[src/rtl/core/positional_list_table_defines.svh]
// ----------------------------------------------------------------------------
// positional_list_table_defines
// assertion macros used by the positional list table rtl
// ----------------------------------------------------------------------------
`ifndef POSITIONAL_LIST_TABLE_DEFINES_SVH
`define POSITIONAL_LIST_TABLE_DEFINES_SVH

// same-cycle implication, checked on i_clk, off during reset
`define PLT_ASSERT_NOW(lbl, ante, cons, msg) \
    lbl: assert property (@(posedge i_clk) disable iff (!i_rst_n) (ante) |-> (cons)) \
        else $error(msg);

// next-cycle implication, checked on i_clk, off during reset
`define PLT_ASSERT_NEXT(lbl, ante, cons, msg) \
    lbl: assert property (@(posedge i_clk) disable iff (!i_rst_n) (ante) |=> (cons)) \
        else $error(msg);

`endif

[src/rtl/core/plt_pkg.sv]
// ----------------------------------------------------------------------------
// plt_pkg
// shared constants, codes and types of the positional list table
// ----------------------------------------------------------------------------
package plt_pkg;

    // list geometry
    localparam int CAPACITY = 32;
    localparam int IDX_W    = $clog2(CAPACITY);
    localparam int FILL_W   = 6;
    localparam int DATA_W   = 32;
    localparam int POS_W    = 6;
    localparam int OP_W     = 3;

    // request codes
    localparam logic [OP_W-1:0] OP_GET    = 3'd0;
    localparam logic [OP_W-1:0] OP_LOCATE = 3'd1;
    localparam logic [OP_W-1:0] OP_INSERT = 3'd2;
    localparam logic [OP_W-1:0] OP_DELETE = 3'd3;
    localparam logic [OP_W-1:0] OP_CLEAR  = 3'd4;

    // cell commands
    localparam logic [2:0] CMD_NONE  = 3'd0;
    localparam logic [2:0] CMD_INS   = 3'd1;
    localparam logic [2:0] CMD_DEL   = 3'd2;
    localparam logic [2:0] CMD_LOAD  = 3'd3;
    localparam logic [2:0] CMD_SHIFT = 3'd4;

    // command broadcast to every cell
    typedef struct packed {
        logic [2:0]        code;
        logic [IDX_W-1:0]  idx;
        logic [DATA_W-1:0] value;
    } t_cell_cmd;

endpackage

[src/rtl/core/positional_list_table.sv]
// ----------------------------------------------------------------------------
// positional_list_table
// ordered list of signed 32-bit entries held in a row of shifting cells
// ----------------------------------------------------------------------------
//  channel   dir  handshake                    payload
//  s_axis    in   s_axis_tvalid/s_axis_tready  tuser op, tdata position, value
//  m_axis    out  m_axis_tvalid/m_axis_tready  tuser status, tdata results
//
//  insert, clear and every error case: result registered on transfer, no scan
//  get and delete at position p: the tap chain walks one entry per cycle past
//  the head cell until entry p reaches it; locate: until a match or the end
//  reset clears the fill count, state and valid flags; entries are not cleared
//  a result waiting on m_axis does not stop the next request; a second finished
//  result is parked in a hold register and stalls s_axis until the first is taken
// ----------------------------------------------------------------------------
`include "positional_list_table_defines.svh"

module positional_list_table (
    input  logic        i_clk,
    input  logic        i_rst_n,
    input  logic        s_axis_tvalid,
    output logic        s_axis_tready,
    input  logic [39:0] s_axis_tdata,   // position[5:0], value[37:6], zero pad
    input  logic [2:0]  s_axis_tuser,   // op[2:0]
    output logic        m_axis_tvalid,
    input  logic        m_axis_tready,
    output logic [47:0] m_axis_tdata,   // value_out[31:0], found_position[37:32],
                                        // fill_level[43:38], is_empty[44], zero pad
    output logic [0:0]  m_axis_tuser    // status[0]
);

    localparam logic [1:0] S_IDLE = 2'd0;
    localparam logic [1:0] S_SCAN = 2'd1;
    localparam logic [1:0] S_HOLD = 2'd2;

    typedef struct packed {
        logic                        status;
        logic [plt_pkg::DATA_W-1:0]  value_out;
        logic [plt_pkg::FILL_W-1:0]  found;
        logic [plt_pkg::FILL_W-1:0]  fill;
        logic                        empty;
    } t_result;

    logic [1:0]                     r_state, n_state;
    logic [plt_pkg::FILL_W-1:0]     r_fill, n_fill;
    logic [plt_pkg::IDX_W-1:0]      r_k, n_k;
    logic [plt_pkg::IDX_W-1:0]      r_idx, n_idx;
    logic [plt_pkg::OP_W-1:0]       r_op, n_op;
    logic [plt_pkg::DATA_W-1:0]     r_val, n_val;
    logic                           r_hold_valid, n_hold_valid;
    t_result                        r_hold, n_hold;
    logic                           r_m_tvalid;
    t_result                        r_m_res;

    logic                           w_accept;
    logic                           w_slot_free;
    logic                           w_done;
    t_result                        w_res;
    plt_pkg::t_cell_cmd             w_cmd;

    logic [plt_pkg::OP_W-1:0]       w_op;
    logic [plt_pkg::POS_W-1:0]      w_pos;
    logic [plt_pkg::DATA_W-1:0]     w_in_val;
    logic                           w_rd_ok;
    logic                           w_ins_ok;
    logic [plt_pkg::FILL_W-1:0]     w_k_next;

    logic [plt_pkg::DATA_W-1:0]     w_cval  [plt_pkg::CAPACITY];
    logic [plt_pkg::DATA_W-1:0]     w_ctap  [plt_pkg::CAPACITY];
    logic [plt_pkg::DATA_W-1:0]     w_left  [plt_pkg::CAPACITY];
    logic [plt_pkg::DATA_W-1:0]     w_right [plt_pkg::CAPACITY];
    logic [plt_pkg::DATA_W-1:0]     w_rtap  [plt_pkg::CAPACITY];

    // input unpacking and position checks
    assign w_op     = s_axis_tuser;
    assign w_pos    = s_axis_tdata[5:0];
    assign w_in_val = s_axis_tdata[37:6];
    assign w_rd_ok  = (w_pos != '0) && (w_pos <= r_fill);
    assign w_ins_ok = (r_fill < plt_pkg::FILL_W'(plt_pkg::CAPACITY)) && (w_pos != '0)
                      && ({1'b0, w_pos} <= ({1'b0, r_fill} + 7'd1));
    assign w_k_next = {1'b0, r_k} + 6'd1;

    assign s_axis_tready = i_rst_n && (r_state == S_IDLE);
    assign w_accept      = s_axis_tvalid && s_axis_tready;
    assign w_slot_free   = !r_m_tvalid || m_axis_tready;

    // request control and cell commands
    always_comb begin
        n_state      = r_state;
        n_fill       = r_fill;
        n_k          = r_k;
        n_idx        = r_idx;
        n_op         = r_op;
        n_val        = r_val;
        w_done       = 1'b0;
        w_res        = '0;
        w_cmd.code   = plt_pkg::CMD_NONE;
        w_cmd.idx    = r_idx;
        w_cmd.value  = r_val;
        unique case (r_state)
            S_IDLE: begin
                if (w_accept) begin
                    n_op  = w_op;
                    n_val = w_in_val;
                    n_idx = plt_pkg::IDX_W'(w_pos - 6'd1);
                    n_k   = '0;
                    case (w_op) inside
                        plt_pkg::OP_GET, plt_pkg::OP_DELETE: begin
                            if (w_rd_ok) begin
                                w_cmd.code = plt_pkg::CMD_LOAD;
                                n_state    = S_SCAN;
                            end else begin
                                w_done       = 1'b1;
                                w_res.status = 1'b1;
                            end
                        end
                        plt_pkg::OP_LOCATE: begin
                            if (r_fill != '0) begin
                                w_cmd.code = plt_pkg::CMD_LOAD;
                                n_state    = S_SCAN;
                            end else begin
                                w_done = 1'b1;
                            end
                        end
                        plt_pkg::OP_INSERT: begin
                            w_done = 1'b1;
                            if (w_ins_ok) begin
                                w_cmd.code  = plt_pkg::CMD_INS;
                                w_cmd.idx   = plt_pkg::IDX_W'(w_pos - 6'd1);
                                w_cmd.value = w_in_val;
                                n_fill      = r_fill + 6'd1;
                            end else begin
                                w_res.status = 1'b1;
                            end
                        end
                        plt_pkg::OP_CLEAR: begin
                            w_done = 1'b1;
                            n_fill = '0;
                        end
                        default: begin
                            w_done       = 1'b1;
                            w_res.status = 1'b1;
                        end
                    endcase
                end
            end
            S_SCAN: begin
                // head tap holds entry r_k
                if (r_op == plt_pkg::OP_LOCATE) begin
                    if (w_ctap[0] == r_val) begin
                        w_done      = 1'b1;
                        w_res.found = w_k_next;
                    end else if (w_k_next == r_fill) begin
                        w_done = 1'b1;
                    end else begin
                        w_cmd.code = plt_pkg::CMD_SHIFT;
                        n_k        = w_k_next[plt_pkg::IDX_W-1:0];
                    end
                end else if (r_k == r_idx) begin
                    w_done          = 1'b1;
                    w_res.value_out = w_ctap[0];
                    if (r_op == plt_pkg::OP_DELETE) begin
                        w_cmd.code = plt_pkg::CMD_DEL;
                        n_fill     = r_fill - 6'd1;
                    end
                end else begin
                    w_cmd.code = plt_pkg::CMD_SHIFT;
                    n_k        = w_k_next[plt_pkg::IDX_W-1:0];
                end
                if (w_done) begin
                    n_state = S_IDLE;
                end
            end
            S_HOLD: begin
                if (w_slot_free) begin
                    n_state = S_IDLE;
                end
            end
            default: begin
                n_state = S_IDLE;
            end
        endcase
        w_res.fill  = n_fill;
        w_res.empty = (n_fill == '0);
    end

    // hold register for a result that finds the output busy
    always_comb begin
        n_hold_valid = r_hold_valid;
        n_hold       = r_hold;
        if (r_hold_valid && w_slot_free) begin
            n_hold_valid = 1'b0;
        end
        if (w_done && !w_slot_free) begin
            n_hold_valid = 1'b1;
            n_hold       = w_res;
        end
    end

    // control registers
    always_ff @(posedge i_clk) begin
        if (!i_rst_n) begin
            r_state      <= S_IDLE;
            r_fill       <= '0;
            r_hold_valid <= 1'b0;
        end else begin
            r_state      <= (w_done && !w_slot_free) ? S_HOLD : n_state;
            r_fill       <= n_fill;
            r_hold_valid <= n_hold_valid;
        end
    end

    // payload registers
    always_ff @(posedge i_clk) begin
        r_k    <= n_k;
        r_idx  <= n_idx;
        r_op   <= n_op;
        r_val  <= n_val;
        r_hold <= n_hold;
    end

    // output register
    always_ff @(posedge i_clk) begin
        if (!i_rst_n) begin
            r_m_tvalid <= 1'b0;
        end else if (w_slot_free) begin
            r_m_tvalid <= r_hold_valid || w_done;
        end
    end

    always_ff @(posedge i_clk) begin
        if (w_slot_free) begin
            r_m_res <= r_hold_valid ? r_hold : w_res;
        end
    end

    assign m_axis_tvalid = r_m_tvalid;
    assign m_axis_tdata  = {3'b000, r_m_res.empty, r_m_res.fill, r_m_res.found,
                            r_m_res.value_out};
    assign m_axis_tuser  = r_m_res.status;

    // row of entry cells
    genvar g;
    generate
        for (g = 0; g < plt_pkg::CAPACITY; g++) begin : g_cell
            if (g == 0) begin : g_first
                assign w_left[g] = '0;
            end else begin : g_inner_l
                assign w_left[g] = w_cval[g-1];
            end
            if (g == plt_pkg::CAPACITY - 1) begin : g_last
                assign w_right[g] = '0;
                assign w_rtap[g]  = '0;
            end else begin : g_inner_r
                assign w_right[g] = w_cval[g+1];
                assign w_rtap[g]  = w_ctap[g+1];
            end
            plt_cell u_cell (
                .i_clk       (i_clk),
                .i_cmd       (w_cmd),
                .i_pos       (plt_pkg::IDX_W'(g)),
                .i_left_val  (w_left[g]),
                .i_right_val (w_right[g]),
                .i_right_tap (w_rtap[g]),
                .o_val       (w_cval[g]),
                .o_tap       (w_ctap[g])
            );
        end
    endgenerate

    // checks
    `PLT_ASSERT_NOW(a_fill_bound, 1'b1, r_fill <= plt_pkg::FILL_W'(plt_pkg::CAPACITY), "fill count above capacity")
    `PLT_ASSERT_NOW(a_hold_needs_out, r_state == S_HOLD, r_m_tvalid && r_hold_valid, "hold state without a waiting result")
    `PLT_ASSERT_NOW(a_scan_in_range, r_state == S_SCAN, ({1'b0, r_k} < r_fill), "scan index beyond fill count")
    `PLT_ASSERT_NEXT(a_insert_grows, w_accept && (w_op == plt_pkg::OP_INSERT) && w_ins_ok, r_fill == $past(r_fill) + 6'd1, "insert did not grow the list")

endmodule

[src/rtl/core/plt_cell.sv]
// ----------------------------------------------------------------------------
// plt_cell
// one list entry with its neighbor shift paths and a read-out tap
// ----------------------------------------------------------------------------
module plt_cell (
    input  logic                       i_clk,
    input  plt_pkg::t_cell_cmd         i_cmd,
    input  logic [plt_pkg::IDX_W-1:0]  i_pos,
    input  logic [plt_pkg::DATA_W-1:0] i_left_val,
    input  logic [plt_pkg::DATA_W-1:0] i_right_val,
    input  logic [plt_pkg::DATA_W-1:0] i_right_tap,
    output logic [plt_pkg::DATA_W-1:0] o_val,
    output logic [plt_pkg::DATA_W-1:0] o_tap
);

    logic [plt_pkg::DATA_W-1:0] r_val;
    logic [plt_pkg::DATA_W-1:0] r_tap;

    // entry update and tap chain
    always_ff @(posedge i_clk) begin
        unique case (i_cmd.code)
            plt_pkg::CMD_INS: begin
                if (i_pos > i_cmd.idx) begin
                    r_val <= i_left_val;
                end else if (i_pos == i_cmd.idx) begin
                    r_val <= i_cmd.value;
                end
            end
            plt_pkg::CMD_DEL: begin
                if (i_pos >= i_cmd.idx) begin
                    r_val <= i_right_val;
                end
            end
            plt_pkg::CMD_LOAD: begin
                r_tap <= r_val;
            end
            plt_pkg::CMD_SHIFT: begin
                r_tap <= i_right_tap;
            end
            default: begin
            end
        endcase
    end

    assign o_val = r_val;
    assign o_tap = r_tap;

endmodule

[config.mk]
export PLATFORM = sky130hd
export DESIGN_NAME = positional_list_table
export DESIGN_NICKNAME = d
export VERILOG_FILES = /design/src/rtl/core/plt_pkg.sv /design/src/rtl/core/positional_list_table.sv /design/src/rtl/core/plt_cell.sv
export VERILOG_INCLUDE_DIRS = /design/src /design/src/rtl/core
export SDC_FILE = /design/constraint.sdc
export NUM_CORES = 2
export LEC_CHECK = 0
export BUFFER_PORTS_ARGS = -buffer_cell sky130_fd_sc_hd__buf_2
export CAP_MARGIN = 20
export CORE_MARGIN = 1
export CORE_UTILIZATION = 56
export DETAILED_ROUTE_END_ITERATION = 10
export PLACE_DENSITY_LB_ADDON = 0.15
export SLEW_MARGIN = 5
export SYNTH_ARGS = -nofsm -noshare
export SYNTH_HDL_FRONTEND = slang
export SYNTH_SLANG_ARGS = --single-unit
[constraint.sdc]
create_clock -name i_clk -period 132.8 [get_ports i_clk]
set_input_delay 13.28 -clock i_clk [delete_from_list [all_inputs] [get_ports i_clk]]
set_output_delay 13.28 -clock i_clk [all_outputs]
set_load 0.01 [all_outputs]
==> results by group <==
Die
  – Die span in x: approximately 430 um
  – Initial standard-cell utilization of the core: a little under three fifths
  – Total Die Area: around 190,000 um^2
  – Placement row count: approximately 160
  – Top-level I/O count: between 90 and 100
  – Y dimension of the die: between 400 and 500 um
  – Core region area: 184,000 um^2

Drt
  – Final wirelength: 328,000 um
  – Routed WL per cell: around 32 um
  – DR vias/cell: around 6.8
  – DRC violation count after routing: 0
  – Number of vias in the routed layout: around 70k
  – Pre-antenna DRT Iters: 6
  – DRT antenna net count: 0
  – Detailed Route Iter0 Violations: roughly 10k

Placed design
  – Placed wire-length estimate after detailed placement: roughly 190,000 um
  – Port Buffers: slightly above 90
  – RePlAce Congestion: 0.929
  – Worst-case setup slack after placement: ~110,000 ps

Logic synthesis
  – Count of flip-flops with a built-in enable after synthesis: roughly 2.2k
  – Ys flop type: edfxtp_1
  – Number of cells produced by synthesis: between 7k and 8k
  – Post-synthesis area per instance: roughly 13 um^2
  – Syn. warnings: 0
  – Mapped Area: around 100,000 um^2
  – Number of distinct library cell variants in the gate-level netlist after synthesis: a little under 80
  – Number of register bits inferred by synthesis: 2,195
  – Proportion of synthesized chip area in sequential cells: a little under two thirds
  – Share of flip-flops with an asynchronous set or reset: 0%

Worst setup path
  – Highest fanout seen on the critical path: 6
  – Setup slack on the worst flop-to-flop path: 125,660 ps
  – Nature of the critical path endpoint: output port
  – Crit path required time: 119,520 ps
  – Critical Path AT: between 10,000 and 15,000 ps
  – Classification of the worst setup path: input pin to output port
  – Critical Path Source Type: input pin

STA
  – Fin. max-slew vios: 0
  – Actual slew at the worst max-slew pin: about 1300 ps
  – Crit path time final: around 27,000 ps
  – Final hold vios: 0
  – Setup violation total in the final timing report: 0
  – Post-Route Setup TNS: 0 ps
  – Max transition margin: about 15%
  – RSZ-0062 raised after global routing: no
  – Post-route setup slack: 105,680 ps
  – Worst clock skew: roughly 50 ps
  – Fmax achieved: 36.9 MHz
  – Part of the cycle the worst path needs: between 20% and 30%

Clock network
  – Number of sinks on the clock net: 2,195
  – Post-cts repair resize count: 0
  – Hold buffer count at CTS: 0
  – Buffers from clock root to sink, at most: 3
  – Root buffer cell: clkbuf_16
  – Clock slew seen by the registers of the worst setup and hold paths: 60 ps
  – Number of buffers added by the clock tree synthesis step: ~220
  – TritonCTS clock tree: built
  – Number of levels in the clock H-tree: 4
  – Post-CTS repair timing setup buffer count: 0
  – Clock latency of the later-clocked register in the worst-skew pair: 880 ps

Pwr
  – Switching pwr: 346 uW
  – VDD IR-drop max: 0.0000116 V
  – Switching power as a share of total power: 23.3%
  – Cell internal power dissipation: between 1000 and 1500 uW
  – Pwr Density: between 10 and 15 nW/um^2
  – Reg power frac: a little over half
  – Proportion of power drawn by the clock network: between 40% and 50%
  – Combinational cell fraction of total power: under 10%
  – Pleak: roughly 0.037 uW

Global routing
  – Initial antenna violation count: 17
  – Overflow left after global routing: 0
  – Vias in the first global route: about 68k
  – Largest net degree at the start of global routing: approximately 180
  – Global-route wire length before repair: ~480,000 um
  – Tot GR Track Use: between 30% and 40%

Layout
  – Number of filler instances in the final layout: around 14k
  – Area growth, synth to finish: 9.41%
  – Layout cells sized above 1: 22.5%
  – Layout net count: 7,799

Outcome
  – Outcome: finished, final reports clean

Run
  – Max capacitance violation total: 0

Hold path
  – Hold Path Class: register to register
==> cells in the final DEF (no fill, tap or decap), types with 13 or more instances in the layout <==
cell type / instances
a21oi_1: 658
mux2_2: 1034
and2_1: 42
xor2_1: 38
o21ai_0: 228
nand3_1: 59
nor2_1: 696
nand4_1: 42
buf_4: 177
nor2b_1: 35
o211ai_1: 197
clkbuf_1: 52
buf_2: 93
xnor2_1: 17
clkbuf_16: 226
nor2_4: 19
ha_1: 17
bufinv_16: 14
clkinv_2: 45
o21a_1: 33
clkinv_1: 58
or4_1: 34
nand2_1: 376
mux2i_1: 480
o221a_2: 33
edfxtp_1: 2185
nor3_1: 392
o21ai_1: 13
inv_1: 21
nor4_1: 393
nand2_2: 14
buf_12: 15
==> critical path: stages <==
cell	delay [ps]
buf_2	120
inv_2	80
nor3_2	170
buf_2	180
==> state kept, by name, indices dropped and copies added (netlist names) <==
| name | cells |
|---|---|
| r_state | 2 |
| r_val | 32 |
| m_axis_tuser | 1 |
| r_fill | 6 |
| r_idx | 5 |
| r_hold_valid | 1 |
| r_hold | 46 |
| g_cell.u_cell.o_val | 1024 |
| r_k | 5 |
| m_axis_tdata | 45 |
| r_op | 3 |
| g_cell.u_cell.o_tap | 1024 |
| m_axis_tvalid | 1 |
==> kinds of logic (layout without fill, tap and decap cells) <==
group           Yosys count  after routing  synth area share [%]
flops                  2195           2195                  63.4
simple gates           2168           2168                  9.96
mux                    1519           1519                  15.9
compound gates         1239           1239                  6.95
buf+inv                 736            729                  3.17
xor+xnor                 55             55                 0.464
fa+ha+maj                17             17                 0.205
other cells               1              9               0.00361
==> synth_stat cells, types with 32 or more instances <==
library cell / count / area (um^2)
a21oi_1: 666 / 3330
and2_1: 44 / 275
buf_1: 32 / 120
buf_2: 235 / 1180
buf_4: 33 / 248
clkbuf_1: 396 / 1490
edfxtp_1: 2185 / 65600
mux2_2: 1034 / 11600
mux2i_1: 485 / 4850
nand2_1: 390 / 1460
nand3_1: 66 / 330
nand4_1: 42 / 263
nor2_1: 715 / 2680
nor2b_1: 35 / 219
nor3_1: 400 / 2000
nor4_1: 394 / 2460
o211ai_1: 197 / 1480
o21a_1: 36 / 270
o21ai_0: 229 / 1150
o221a_2: 33 / 372
or4_1: 34 / 255
xor2_1: 38 / 333
==> final timing paths <==
check	from	end	depth (start not counted)
worst max-delay path	i_rst_n	s_axis_tready	4
worst min-delay path	g_cell[24].u_cell.o_tap[23]	g_cell[23].u_cell.o_tap[23]	1
worst max register to register	g_cell[0].u_cell.o_tap[28]	g_cell[26].u_cell.o_tap[26]	10
worst min register to register	g_cell[24].u_cell.o_tap[23]	g_cell[23].u_cell.o_tap[23]	1
==> power groups by stage <==
stage               combinational [uW]  clock (uW)  sequential [uW]
CTS                               92.1         620              777
detailed placement                91.9           0              791
floorplan                         57.6           0              814
finish                            94.6         615              777
global route                      98.4         645              777
global placement                  90.3           0              791
==> metal layers <==
metal  vias to the layer above  track usage [%]  share of wire (%)
met2                      4236             52.3                 45
met1                     35414             47.3                 39
met4                         4             19.0                6.1
met3                       730             7.31                 11
met5                         -                0             0.0085
li1                      29994                -                  -
==> area by class of cell <==
cell class / count / area [um^2] / area share, %
sequential: 2195 / 65800 / 57.9
multi-input combinational: 5001 / 35400 / 31.2
clock buffer: 278 / 5850 / 5.15
tap: 2464 / 3080 / 2.71
timing repair buffer: 289 / 2190 / 1.93
clock inverter: 138 / 1170 / 1.03
inverter: 24 / 90.1 / 0.0793
antenna: 6 / 15.0 / 0.0132
==> per-stage QoR <==
stage               instances  instance area [um^2]  total power (uW)  utilization (%)  hold WS (ps)
floorplan                7932                104000               871                -           497
global placement         9965                106000               882             58.0           511
detailed placement       9969                107000               883             58.0           522
CTS                     10385                114000              1490             61.8           515
global route            10389                114000              1520             61.9           537
finish                  10395                114000              1490             61.9           515
Note: power is estimated with default switching activity, not from simulation.
